File: config.mk
export PLATFORM = sky130hd
export DESIGN_NAME = bse_ctrl
export DESIGN_NICKNAME = d
export VERILOG_FILES = /design/src/design/bse_pkg.sv /design/src/design/bse_ctrl.sv
export SDC_FILE = /design/constraint.sdc
export NUM_CORES = 1
export LEC_CHECK = 0
export BUFFER_PORTS_ARGS = -buffer_cell sky130_fd_sc_hd__buf_2
export CAP_MARGIN = 20
export CORE_AREA = 2 2 39 41
export CTS_CLUSTER_DIAMETER = 150
export DETAILED_ROUTE_END_ITERATION = 12
export DIE_AREA = 0 0 41 43
export PLACE_DENSITY_LB_ADDON = 0.2
export SETUP_SLACK_MARGIN = 0.15
export SLEW_MARGIN = 20
export SYNTH_ARGS = -nofsm -noshare
export SYNTH_HDL_FRONTEND = slang
export SYNTH_SLANG_ARGS = --single-unit
File: constraint.sdc
create_clock -name clk -period 1.2 [get_ports clk]
set_input_delay 0.18 -clock clk [delete_from_list [all_inputs] [get_ports clk]]
set_output_delay 0.18 -clock clk [all_outputs]
set_load 0.01 [all_outputs]
File: src/design/bse_pkg.sv
// shared types, constants and control structs for the binary search engine
package bse_pkg;

    localparam int TABLE_DEPTH = 256;
    localparam int ADDR_W      = $clog2(TABLE_DEPTH);
    localparam int COUNT_W     = ADDR_W + 1;
    localparam int BOUND_W     = COUNT_W + 1;
    localparam int DATA_W      = 32;

    localparam logic CMD_WRITE  = 1'b0;
    localparam logic CMD_SEARCH = 1'b1;

    typedef struct packed {
        logic                      command;
        logic [7:0]                write_index;
        logic signed [DATA_W-1:0]  entry_value;
        logic signed [DATA_W-1:0]  search_key;
    } bse_req_t;

    typedef struct packed {
        logic       found;
        logic [7:0] position;
    } bse_rsp_t;

    // controller to datapath
    typedef struct packed {
        logic wr_entry;
        logic load_search;
        logic rd_probe;
        logic step_down;
        logic step_up;
        logic set_found;
        logic load_out;
    } bse_cmd_t;

    // datapath to controller
    typedef struct packed {
        logic bounds_ok;
        logic key_lt;
        logic key_eq;
        logic out_free;
    } bse_stat_t;

endpackage

File: src/design/bse_ctrl.sv
// controller state machine for the binary search engine
module bse_ctrl (
    input  logic               clk,
    input  logic               rst_n,
    input  logic               req_valid,
    output logic               req_ready,
    input  logic               req_command,
    input  bse_pkg::bse_stat_t stat,
    output bse_pkg::bse_cmd_t  cmd
);
    import bse_pkg::*;

    localparam logic [1:0] ST_IDLE    = 2'd0;
    localparam logic [1:0] ST_CHECK   = 2'd1;
    localparam logic [1:0] ST_COMPARE = 2'd2;
    localparam logic [1:0] ST_FINISH  = 2'd3;

    logic [1:0] state_reg;
    logic [1:0] state_next;
    logic       accept;

    assign req_ready = (state_reg == ST_IDLE);
    assign accept    = req_valid && req_ready;

    always_comb
    begin
        state_next = state_reg;
        cmd        = '0;
        case (state_reg)
            ST_IDLE:
            begin
                if (accept)
                begin
                    if (req_command == CMD_SEARCH)
                    begin
                        cmd.load_search = 1'b1;
                        state_next      = ST_CHECK;
                    end
                    else
                    begin
                        cmd.wr_entry = 1'b1;
                    end
                end
            end
            ST_CHECK:
            begin
                if (stat.bounds_ok)
                begin
                    cmd.rd_probe = 1'b1;
                    state_next   = ST_COMPARE;
                end
                else
                begin
                    state_next = ST_FINISH;
                end
            end
            ST_COMPARE:
            begin
                if (stat.key_eq)
                begin
                    cmd.set_found = 1'b1;
                    state_next    = ST_FINISH;
                end
                else if (stat.key_lt)
                begin
                    cmd.step_down = 1'b1;
                    state_next    = ST_CHECK;
                end
                else
                begin
                    cmd.step_up = 1'b1;
                    state_next  = ST_CHECK;
                end
            end
            ST_FINISH:
            begin
                if (stat.out_free)
                begin
                    cmd.load_out = 1'b1;
                    state_next   = ST_IDLE;
                end
            end
            default:
            begin
                state_next = ST_IDLE;
            end
        endcase
    end

    always_ff @(posedge clk or negedge rst_n)
    begin
        if (!rst_n)
            state_reg <= ST_IDLE;
        else
            state_reg <= state_next;
    end

endmodule

Word level (Yosys, flattened, before mapping)
Cells that the tools add are included.
{"block": "word_totals", "output_inout_bits": 8, "regBits": 2, "in_bits": 8, "word_cells": 29}
{"block": "op_classes", "mux": 19, "eq_ne": 6, "n_reduce_logical": 3}
{"op": "2-bit two-way mux", "count": 7}
{"op": "1-bit two-way mux", "count": 10}
{"op": "2-bit one-hot mux with 4 select lines", "count": 1}
{"op": "2-bit equality test (second input constant)", "count": 2}
{"op": "2-bit by 1-bit != test with 1-bit output (second input constant)", "count": 2}
{"op": "3-bit two-way mux", "count": 1}
{"op": "3-bit AND reduction", "count": 1}
{"op": "2-bit by 1-bit equality test with 1-bit output (second input constant)", "count": 1}
{"op": "2-bit logical NOT", "count": 1}
{"op": "2-bit != test (second input constant)", "count": 1}
{"op": "1-bit logical AND", "count": 1}

Longest topological paths before layout
Gate-level depths: netlist of run 1.
{"block": "logic_depth", "ltp_word": 4, "depth_mapped": 3, "mapped_depth_nobuf": 2}

Worst setup path after synthesis of run 1
OpenSTA, ideal clock, no wires.
{"block": "synth_timing", "kind": "register to output", "start": "reg state_reg[0]", "end": "out cmd[6] (netlist bit)", "t_required_ns": 1.020, "arrival_ns": 0.958, "stages_incl_launch_ff": 3, "setup_slack_ns": 0.062, "n_path_buf": 1, "cell_sequence": "dfrtp_1 -> buf_6 -> nor4b_1"}
{"element": "start: declaration", "line_no": "bse_ctrl.sv:18", "source": "logic [1:0] state_reg;"}
{"element": "start signal: assignment", "line_no": "bse_ctrl.sv:95", "source": "state_reg <= state_next;"}
{"element": "end: declaration", "line_no": "bse_ctrl.sv:9", "source": "output bse_pkg::bse_cmd_t cmd"}

==> results of run 1 <==
-- through the flow --
step	util, %	setup TNS (ns)	setup WS [ns]	area [sq um]
after global routing	24.9	-0.956	-0.177	344
after global placement	18.7	0	0.0874	259
final	24.9	-0.451	-0.0992	344
after floorplan	-	0	0.166	175
after detailed placement	18.7	0	0.0421	259
after CTS	24.1	-0.578	-0.106	333
-- synthesized netlist by cell type (all sizes together) --
| library cell | instances |
|---|---|
| a21oi | 1 |
| inv | 1 |
| nor3b | 1 |
| buf | 1 |
| nand3b | 1 |
| dfrtp | 2 |
| a31oi | 1 |
| and3 | 3 |
| nor4 | 1 |
| nor4b | 2 |
| nor2 | 2 |
| nand2b | 1 |
-- worst max-delay path: cells and delay by family (launching register included) --
kind	cells	cell delay (ns)
simple gates	1	0.18
flops	1	0.45
buf+inv	2	0.26
-- layout make-up --
type                       count  area (sq um)  share of cell area (%)
sequential                     2          52.6                    15.3
timing repair buffer          18           120                    34.9
multi-input combinational     13           123                    35.6
tap                           16          20.0                    5.82
clock buffer                   3          22.5                    6.55
inverter                       1          6.26                    1.82
-- timing repair --
action,CTS,global route
hold buffers,1,0
buffers inserted,2,0
resized for setup,9,3
cloned,0,0
pin swaps,7,2
endpoints found under the hold margin,2,0
endpoints found under the setup margin,8,10
-- logic make-up (layout without fill, tap and decap cells) --
group / count (synthesis) / in the layout / synth area share, %
buf+inv: 2 / 22 / 9.02
simple gates: 11 / 11 / 54.1
flops: 2 / 2 / 30.1
compound gates: 2 / 2 / 6.77
-- power groups by stage --
stage / Clock [uW] / Combinational (uW) / Sequential, uW
floorplan: 0 / 228 / 133
global placement: 0 / 236 / 179
detailed placement: 0 / 238 / 187
CTS: 159 / 350 / 189
global route: 170 / 426 / 202
finish: 149 / 382 / 187
-- per-layer routing --
layer	vias up	GRT usage, %	part of all wire [%]
li1	103	-	-
met1	98	10.0	43
met2	15	10.0	43
met3	0	3.66	14
met4	0	8.00	0
met5	-	0	0
-- how the worst min path moves through the flow --
stage | endpoint
global placement | state_reg[1]
detailed placement | state_reg[1]
floorplan | state_reg[0]
finish | state_reg[0]
global route | state_reg[0]
CTS | state_reg[0]
==> summary.md, run 1 <==
| Metric | Value |
|---|---|
| IO Count | `16` |
| Most frequent cells in the layout | `13 x buf_2, 4 x buf_6, 3 x clkbuf_4` |
| Num CTS Buffers | `3` |
| Failing checks | `negative setup slack` |
| Pleak | `0.000163 uW` |
| Overall routed net length | `556 microns` |
| Clk_lat worst skew | `0.22 ns` |
| Area contributors post-synth | `dfrtp_1 30%, nor4b_2 9.0%, nor4_2 7.5%` |
| P_sw | `291 uW` |
| Max cap viols | `0` |
| Antenna-violating nets left | `0` |
| Post-synth net total | `25` |
| Internal power | `427 uW` |
| Avg Cell Area, Syn | `9.79 sq um` |
| Clock root buffer | `clkbuf_4` |
| Power per cell area | `2090 mW/mm^2` |
| Die Wd | `41 microns` |
| Core area | `0.00138 sq mm` |
| Worst-path cell chain | `buf_6 -> and3_4 -> buf_6` |
| Drt pass-1 iters | `1` |
| Flops & latches, synth | `2` |
| Final #Nets | `47` |
| Max IR drop VDD | `0.575 mV` |
| Total power | `718 uW` |
| Post-Syn Instances | `17` |
| Logic pwr share | `53.2%` |
| Clock period minus final worst setup slack | `1.30 ns` |
| Drt wl/cell | `10.5 microns` |
| Crit-path most repeated cell | `buf_6` |
| Ant. Diodes | `0` |
| First-pass GRT wire length | `903 microns` |
| CP max stage cell | `dfrtp_2` |
| Final Hold Violating Endpoints | `0` |
| Die Span Y | `43 microns` |
| Start of the worst register-to-register path | `state_reg[0]` |
| Critical Path RT | `1.02 ns` |
| All-Layer GR Usage | `8.24%` |
| Type of origin of the critical path | `flop` |
| Yosys cell types | `15` |
| Gr ovfl total | `0` |
| Final period util | `108%` |
| Worst-path clk slew | `0.03 ns` |
| Clk buf depth | `2` |
| Row count | `14` |
| Slew Limit Fails | `0` |
| Routed vias/inst | `4.08` |
| Crit. End Element | `output port` |
| Placed insts | `47` |
| Worst EP arrival | `1.12 ns` |
| Sequential group share of total power | `26.0%` |
| Fmax | `0.770 GHz` |
| Min-Delay Startpoint | `stat[3]` |
| WHS | `0.240 ns` |
| Initial core utilization | `12.0%` |
| TritonCTS Sinks | `2` |
| Vias | `216` |
| Vias in the first global route | `218` |
| Max reg flops | `2` |
| Final HPWL DP | `375 microns` |
| Reg2reg path depth | `4` |
| Largest net degree at the start of global routing | `7` |
| Fill cell count | `156` |
| Area growth syn-to-layout | `107%` |
| Worst Hold Class | `input port to flop` |
| Layout cells sized above 1 | `83.8%` |
| Reg2Reg Capture Point | `state_reg[0]` |
| Max FO, Critical Path | `6` |
| I/O Buffers | `15` |
| Unrepaired setup endpoints after global routing | `true` |
| H-Tree Depth | `1` |
| YS warnings | `0` |
| Initial antenna violation count | `0` |
| CTS tree | `built` |
| Commonest non-fill, non-tap cell in the layout | `buf_2` |
| Register area share after synthesis | `30.1%` |
| RePlAce Congestion | `0.583` |
| Critical Path End | `cmd[0]` |
| Reg2reg setup slack | `0.10 ns` |
| Post-synth top area cell | `dfrtp_1` |
| Headroom to the max-slew limit | `82.4%` |
| Worst path max stage delay | `0.45 ns` |
| CP startpoint | `state_reg[0]` |
| Final clock skew | `0.000149 ns` |
| # setup viols final | `7` |
| Post-synth top area share | `30.1%` |
| Mapped Area | `166 sq um` |
| Clock Power Share | `20.8%` |
| Worst slew pin tran | `0.264 ns` |
| DR iter-0 viols | `0` |
| Non-Filler Instances | `53` |
| Status | `finished, violations left` |
| Total die area | `0.00176 sq mm` |
| Post-route setup slack | `-0.0992 ns` |
| Drt drc | `0` |
| Sw frac | `40.5%` |
| Hold Path Cell Cnt | `3` |
| WS Path Type | `flop to output port` |
(Power assumes the default switching activity.)
==> run 2: changes to the inputs <==
--- a/config.mk
+++ b/config.mk
@@ -12,6 +12,7 @@
 export DETAILED_ROUTE_END_ITERATION = 12
 export DIE_AREA = 0 0 41 43
 export PLACE_DENSITY_LB_ADDON = 0.2
+export RECOVER_POWER = 50
 export SETUP_SLACK_MARGIN = 0.15
 export SLEW_MARGIN = 20
 export SYNTH_ARGS = -nofsm -noshare
==> run 2 against run 1 <==
  * The flow still finishes with violations (negative setup slack)
  * Critical path depth unchanged
  * Total power about the same
  * Final area decreased by 0.36%
  * Hold slack unchanged
  * Global-route usage unchanged
  * Critical path type unchanged
  * Clock power about the same
  * Critical endpoint unchanged
  * Flip-flop and latch count unchanged
  * Largest cell class unchanged
  * Fmax about the same
==> summary.md, run 2 (same netlist as run 1, synthesis figures left out) <==
| Metric | Value |
|---|---|
| Failing checks | `negative setup slack` |
| CTS tree | `built` |
| Total die area | `0.00176 sq mm (unchanged)` |
| Unrepaired setup endpoints after global routing | `true` |
| Area growth syn-to-layout | `106%` |
| Routed vias/inst | `4.08 (unchanged)` |
| Final clock skew | `0.000149 ns (unchanged)` |
| Slew Limit Fails | `0 (unchanged)` |
| Clk_lat worst skew | `0.22 ns (about the same)` |
| Worst slew pin tran | `0.264 ns (unchanged)` |
| Total power | `717 uW (about the same)` |
| Max FO, Critical Path | `6 (unchanged)` |
| All-Layer GR Usage | `8.24% (unchanged)` |
| Drt drc | `0 (unchanged)` |
| IO Count | `16 (unchanged)` |
| Final HPWL DP | `375 microns (unchanged)` |
| Reg2reg setup slack | `0.10 ns (about the same)` |
| WS Path Type | `flop to output port` |
| RePlAce Congestion | `0.583 (unchanged)` |
| Pleak | `0.000161 uW (-1.7%)` |
| Most frequent cells in the layout | `12 x buf_2, 4 x buf_6, 3 x clkbuf_4` |
| Finished Core Util | `24.8% (-0.090 points)` |
| # setup viols final | `7 (unchanged)` |
| Gr ovfl total | `0 (unchanged)` |
| Final #Nets | `47 (unchanged)` |
| Fmax | `0.770 GHz (about the same)` |
| Final period util | `108% (about the same)` |
| Fin Setup TNS | `-0.451 ns (+0.000108 ns)` |
| Worst Hold Class | `input port to flop` |
| Core area | `0.00138 sq mm (unchanged)` |
| Final Hold Violating Endpoints | `0 (unchanged)` |
| TritonCTS Sinks | `2 (unchanged)` |
| I/O Buffers | `15 (unchanged)` |
| Worst path max stage delay | `0.45 ns (about the same)` |
| Max reg flops | `2 (unchanged)` |
| Fill cell count | `155 (-0.64%)` |
| Drt pass-1 iters | `1 (unchanged)` |
| DR iter-0 viols | `0 (unchanged)` |
| Drt wl/cell | `10.5 microns (-0.36%)` |
| Max IR drop VDD | `0.575 mV (about the same)` |
| Vias | `216 (unchanged)` |
| Antenna-violating nets left | `0 (unchanged)` |
| Reg2reg path depth | `4 (unchanged)` |
| WHS | `0.240 ns (unchanged)` |
| Vias in the first global route | `218 (unchanged)` |
| Post-route setup slack | `-0.0991 ns (+0.0000614 ns)` |
| Row count | `14 (unchanged)` |
| Non-Filler Instances | `53 (unchanged)` |
| Hold Path Cell Cnt | `3 (unchanged)` |
| Initial core utilization | `12.0% (unchanged)` |
| Multi-input logic area | `123 sq um (unchanged)` |
| First-pass GRT wire length | `903 microns (unchanged)` |
| Largest net degree at the start of global routing | `7 (unchanged)` |
| Worst-path cell chain | `buf_6 -> and3_4 -> buf_6` |
| Worst EP arrival | `1.12 ns (about the same)` |
| Layout cells sized above 1 | `81.1% (-2.7 points)` |
| Clock period minus final worst setup slack | `1.30 ns (-0.0000614 ns)` |
| Num CTS Buffers | `3 (unchanged)` |
| Crit-path most repeated cell | `buf_6` |
| Initial antenna violation count | `0 (unchanged)` |
| Crit. End Element | `output port` |
| Die Span Y | `43 microns (unchanged)` |
| Placed insts | `47 (unchanged)` |
| Overall routed net length | `554 microns (-0.36%)` |
| Max cap viols | `0 (unchanged)` |
| Ant. Diodes | `0 (unchanged)` |
| Clock root buffer | `clkbuf_4` |
| Reg area | `52.6 sq um (unchanged)` |
| Commonest non-fill, non-tap cell in the layout | `buf_2` |
| H-Tree Depth | `1 (unchanged)` |
| Worst-path clk slew | `0.03 ns (about the same)` |
| Status | `finished, violations left` |
| Critical Path RT | `1.02 ns (about the same)` |
| CP max stage cell | `dfrtp_2` |
| Headroom to the max-slew limit | `82.4% (unchanged)` |
| Clk buf depth | `2 (unchanged)` |
| Die Wd | `41 microns (unchanged)` |
| Type of origin of the critical path | `flop` |
| Power per cell area | `2090 mW/mm^2 (+0.29%)` |
run 2: changes by cell type in the layout (fill, tap and decap cells not counted), sizes merged:
cell and delta:
clkbuf +1, buf -1
run 2: per-stage QoR:
stage | setup WS (ns) | instance area, sq um
floorplan | 0.166 | 175
global placement | 0.0874 | 259
detailed placement | 0.0421 | 259
CTS | -0.106 | 333
global route | -0.177 | 343
finish | -0.0991 | 343
run 2: final cells by class:
cell class | instances | area share [%]
clock buffers | 3 | 6.57
inverters | 1 | 1.82
multi-input cells | 13 | 35.8
flip-flops and latches | 2 | 15.3
well taps | 16 | 5.84
repair buffers | 18 | 34.7
run 2: layer usage:
layer	up-vias	part of all wire, %	global-route usage, %
met4	0	0	8.00
li1	103	-	-
met5	-	0	0
met3	0	14	3.66
met2	15	43	10.0
met1	98	43	10.0
run 2: repair_timing:
item,4_1_cts,5_1_grt
gates resized for setup,9,3
endpoints found under the setup margin,8,10
pin swaps,7,2
buffers inserted,2,0
hold buffers,1,0
hold endpoints to repair,2,0
run 2: final timing paths:
kind | start | endpoint
max | state_reg[0] | cmd[0]
min | stat[3] | state_reg[0]
max reg2reg | state_reg[0] | state_reg[0]
min reg2reg | state_reg[1] | state_reg[0]
max in group asynchronous | rst_n | state_reg[0]
min in group asynchronous | rst_n | state_reg[1]
run 2: worst max-delay path, delay by kind of cell (launching register included):
family | cells | cell delay (ns)
flops | 1 | 0.45
buf+inv | 2 | 0.26
simple gates | 1 | 0.18
run 2: power by group:
part           total [uW]  internal, uW  switching [uW]
Sequential            187           109            78.1
Combinational         381           207             174
Clock                 149           110            38.6
Total                 717           426             291
==> run 3: changes to the inputs <==
--- a/config.mk
+++ b/config.mk
@@ -13,7 +13,7 @@
 export DIE_AREA = 0 0 41 43
 export PLACE_DENSITY_LB_ADDON = 0.2
 export RECOVER_POWER = 50
-export SETUP_SLACK_MARGIN = 0.15
+export SETUP_SLACK_MARGIN = 0.1
 export SLEW_MARGIN = 20
 export SYNTH_ARGS = -nofsm -noshare
 export SYNTH_HDL_FRONTEND = slang
==> run 3 against run 2 <==
  * Total power grew 5.2%
  * Worst setup slack gained 0.019 ns
  * Sequential power is essentially flat
  * The run still ends with negative setup slack left
  * Combinational power grew 8.9%
  * Critical path depth shrank 1
  * Clock skew grew 0.0037 ns
  * Largest cell class is now buffers
  * Register-to-register slack gained 0.04 ns
==> summary.md, run 3 (same netlist as run 1, synthesis figures left out) <==
| Metric | Value |
|---|---|
| Commonest non-fill, non-tap cell in the layout | `buf_2` |
| CP max stage cell | `dfrtp_2` |
| Unrepaired setup endpoints after global routing | `true` |
| Final #Nets | `49 (+4.3%)` |
| Max FO, Critical Path | `6 (unchanged)` |
| Final period util | `107% (-1.6 points)` |
| Largest net degree at the start of global routing | `7 (unchanged)` |
| Final HPWL DP | `389 microns (+3.7%)` |
| I/O Buffers | `15 (unchanged)` |
| Drt pass-1 iters | `3 (+2)` |
| Num CTS Buffers | `3 (unchanged)` |
| Vias | `218 (+0.93%)` |
| Final clock skew | `0.00381 ns (+0.00366 ns)` |
| First-pass GRT wire length | `924 microns (+2.3%)` |
| TritonCTS Sinks | `2 (unchanged)` |
| H-Tree Depth | `1 (unchanged)` |
| Total die area | `0.00176 sq mm (unchanged)` |
| RePlAce Congestion | `0.735 (+26%)` |
| Die Wd | `41 microns (unchanged)` |
| Area growth syn-to-layout | `112%` |
| Final Hold Violating Endpoints | `0 (unchanged)` |
| Routed vias/inst | `3.96 (-2.7%)` |
| Layout cells sized above 1 | `76.9% (-4.2 points)` |
| Overall routed net length | `542 microns (-2.2%)` |
| Finished Core Util | `25.5% (+0.72 points)` |
| Drt wl/cell | `9.85 microns (-5.7%)` |
| All-Layer GR Usage | `8.13% (-0.11 points)` |
| CP delay by family, top | `flip-flops` |
| Slew Limit Fails | `0 (unchanged)` |
| Worst slew pin tran | `0.186 ns (-0.0775 ns)` |
| IO Count | `16 (unchanged)` |
| Status | `finished, violations left` |
| Die Span Y | `43 microns (unchanged)` |
| Critical Path RT | `1.02 ns (about the same)` |
| Core area | `0.00138 sq mm (unchanged)` |
| Antenna-violating nets left | `0 (unchanged)` |
| Fill cell count | `153 (-1.3%)` |
| Max cap viols | `0 (unchanged)` |
| Max reg flops | `2 (unchanged)` |
| Headroom to the max-slew limit | `87.5% (+5.1 points)` |
| Row count | `14 (unchanged)` |
| Post-route setup slack | `-0.0799 ns (+0.0193 ns)` |
| Reg2reg path depth | `4 (unchanged)` |
| Levels on crit path | `2 (-1)` |
| Drt drc | `0 (unchanged)` |
| DR iter-0 viols | `5 (+5)` |
| Fmax | `0.781 GHz (+1.5%)` |
| Gr ovfl total | `0 (unchanged)` |
| Vias in the first global route | `230 (+5.5%)` |
| # setup viols final | `7 (unchanged)` |
| Power per cell area | `2140 mW/mm^2 (+2.2%)` |
| Worst EP arrival | `1.10 ns (-0.02 ns)` |
| Initial antenna violation count | `0 (unchanged)` |
| Worst Hold Class | `input port to flop` |
| Ant. Diodes | `0 (unchanged)` |
| Most frequent cells in the layout | `12 x buf_2, 5 x buf_6, 3 x clkbuf_4` |
| Type of origin of the critical path | `flop` |
| Pleak | `0.000167 uW (+3.8%)` |
| Worst path max stage delay | `0.46 ns (about the same)` |
| Clock root buffer | `clkbuf_4` |
| Worst path bufs/invs | `1 (-1)` |
| Crit. End Element | `output port` |
| Failing checks | `negative setup slack` |
| CTS tree | `built` |
| Hold Path Cell Cnt | `3 (unchanged)` |
| Max IR drop VDD | `0.702 mV (+22%)` |
| Placed insts | `47 (unchanged)` |
| Clock period minus final worst setup slack | `1.28 ns (-0.0193 ns)` |
| Worst-path cell chain | `nor4b_2 -> buf_2` |
| Clk_lat worst skew | `0.23 ns (about the same)` |
| Worst-path clk slew | `0.03 ns (about the same)` |
| Non-Filler Instances | `55 (+3.8%)` |
| WS Path Type | `flop to output port` |
| Clk buf depth | `2 (unchanged)` |
| Initial core utilization | `12.0% (unchanged)` |
-- run 3: cell count changes in the layout (fill, tap and decap cells not counted), sizes merged --
cell and change:
buf +2
-- run 3: cell type report --
class / instances / area, sq um / area share (%)
sequential: 2 / 52.6 / 14.9
tap: 16 / 20.0 / 5.67
inverter: 1 / 6.26 / 1.77
clock buffer: 3 / 22.5 / 6.38
timing repair buffer: 20 / 138 / 39.0
multi-input combinational: 13 / 114 / 32.3
-- run 3: final timing paths --
check | start | end | slack, ns
max | state_reg[0] | cmd[6] | -0.08
min | stat[3] | state_reg[0] | 0.24
max reg2reg | state_reg[0] | state_reg[0] | 0.14
min reg2reg | state_reg[1] | state_reg[0] | 0.65
max in group asynchronous | rst_n | state_reg[0] | 0.79
min in group asynchronous | rst_n | state_reg[1] | 0.27
-- run 3: worst reg2reg max path: cells and delay by family, from the launching register on --
family / cells / cell delay (ns)
flip-flops: 1 / 0.46
buffers and inverters: 2 / 0.26
AND/OR/NAND/NOR: 1 / 0.15
AO/OA/AOI/OAI: 1 / 0.12
-- run 3: repair_timing --
item	in CTS	in global routing
hold buffers	1	0
pin swaps	5	1
gates resized for setup	10	2
setup buffers	4	0
endpoints found under the setup margin	8	9
hold endpoints to repair	2	0
-- run 3: layer usage --
metal / global-route usage, % / share of wire [%] / vias to the layer above
li1: - / - / 108
met1: 10.3 / 43 / 100
met2: 9.69 / 46 / 10
met3: 6.28 / 11 / 0
met4: 4.00 / 0 / 0
met5: 0 / 0 / -
-- run 3: report_power, final --
group          total [uW]  internal (uW)  leakage (uW)  switching [uW]
registers             189            109     0.0000205            80.1
clock network         151            111     0.0000138            40.3
logic                 415            247      0.000132             168
-- run 3: stage by stage --
stage	instance area, sq um	power [uW]	hold slack (ns)	worst slack [ns]	setup TNS (ns)
floorplan	173	353	-0.116	0.115	0
detailed placement	256	414	-0.0333	0.0877	0
global placement	256	412	-0.0339	0.0829	0
finish	353	755	0.243	-0.0799	-0.416
global route	353	822	0.266	-0.121	-0.782
CTS	348	751	0.237	-0.0893	-0.516
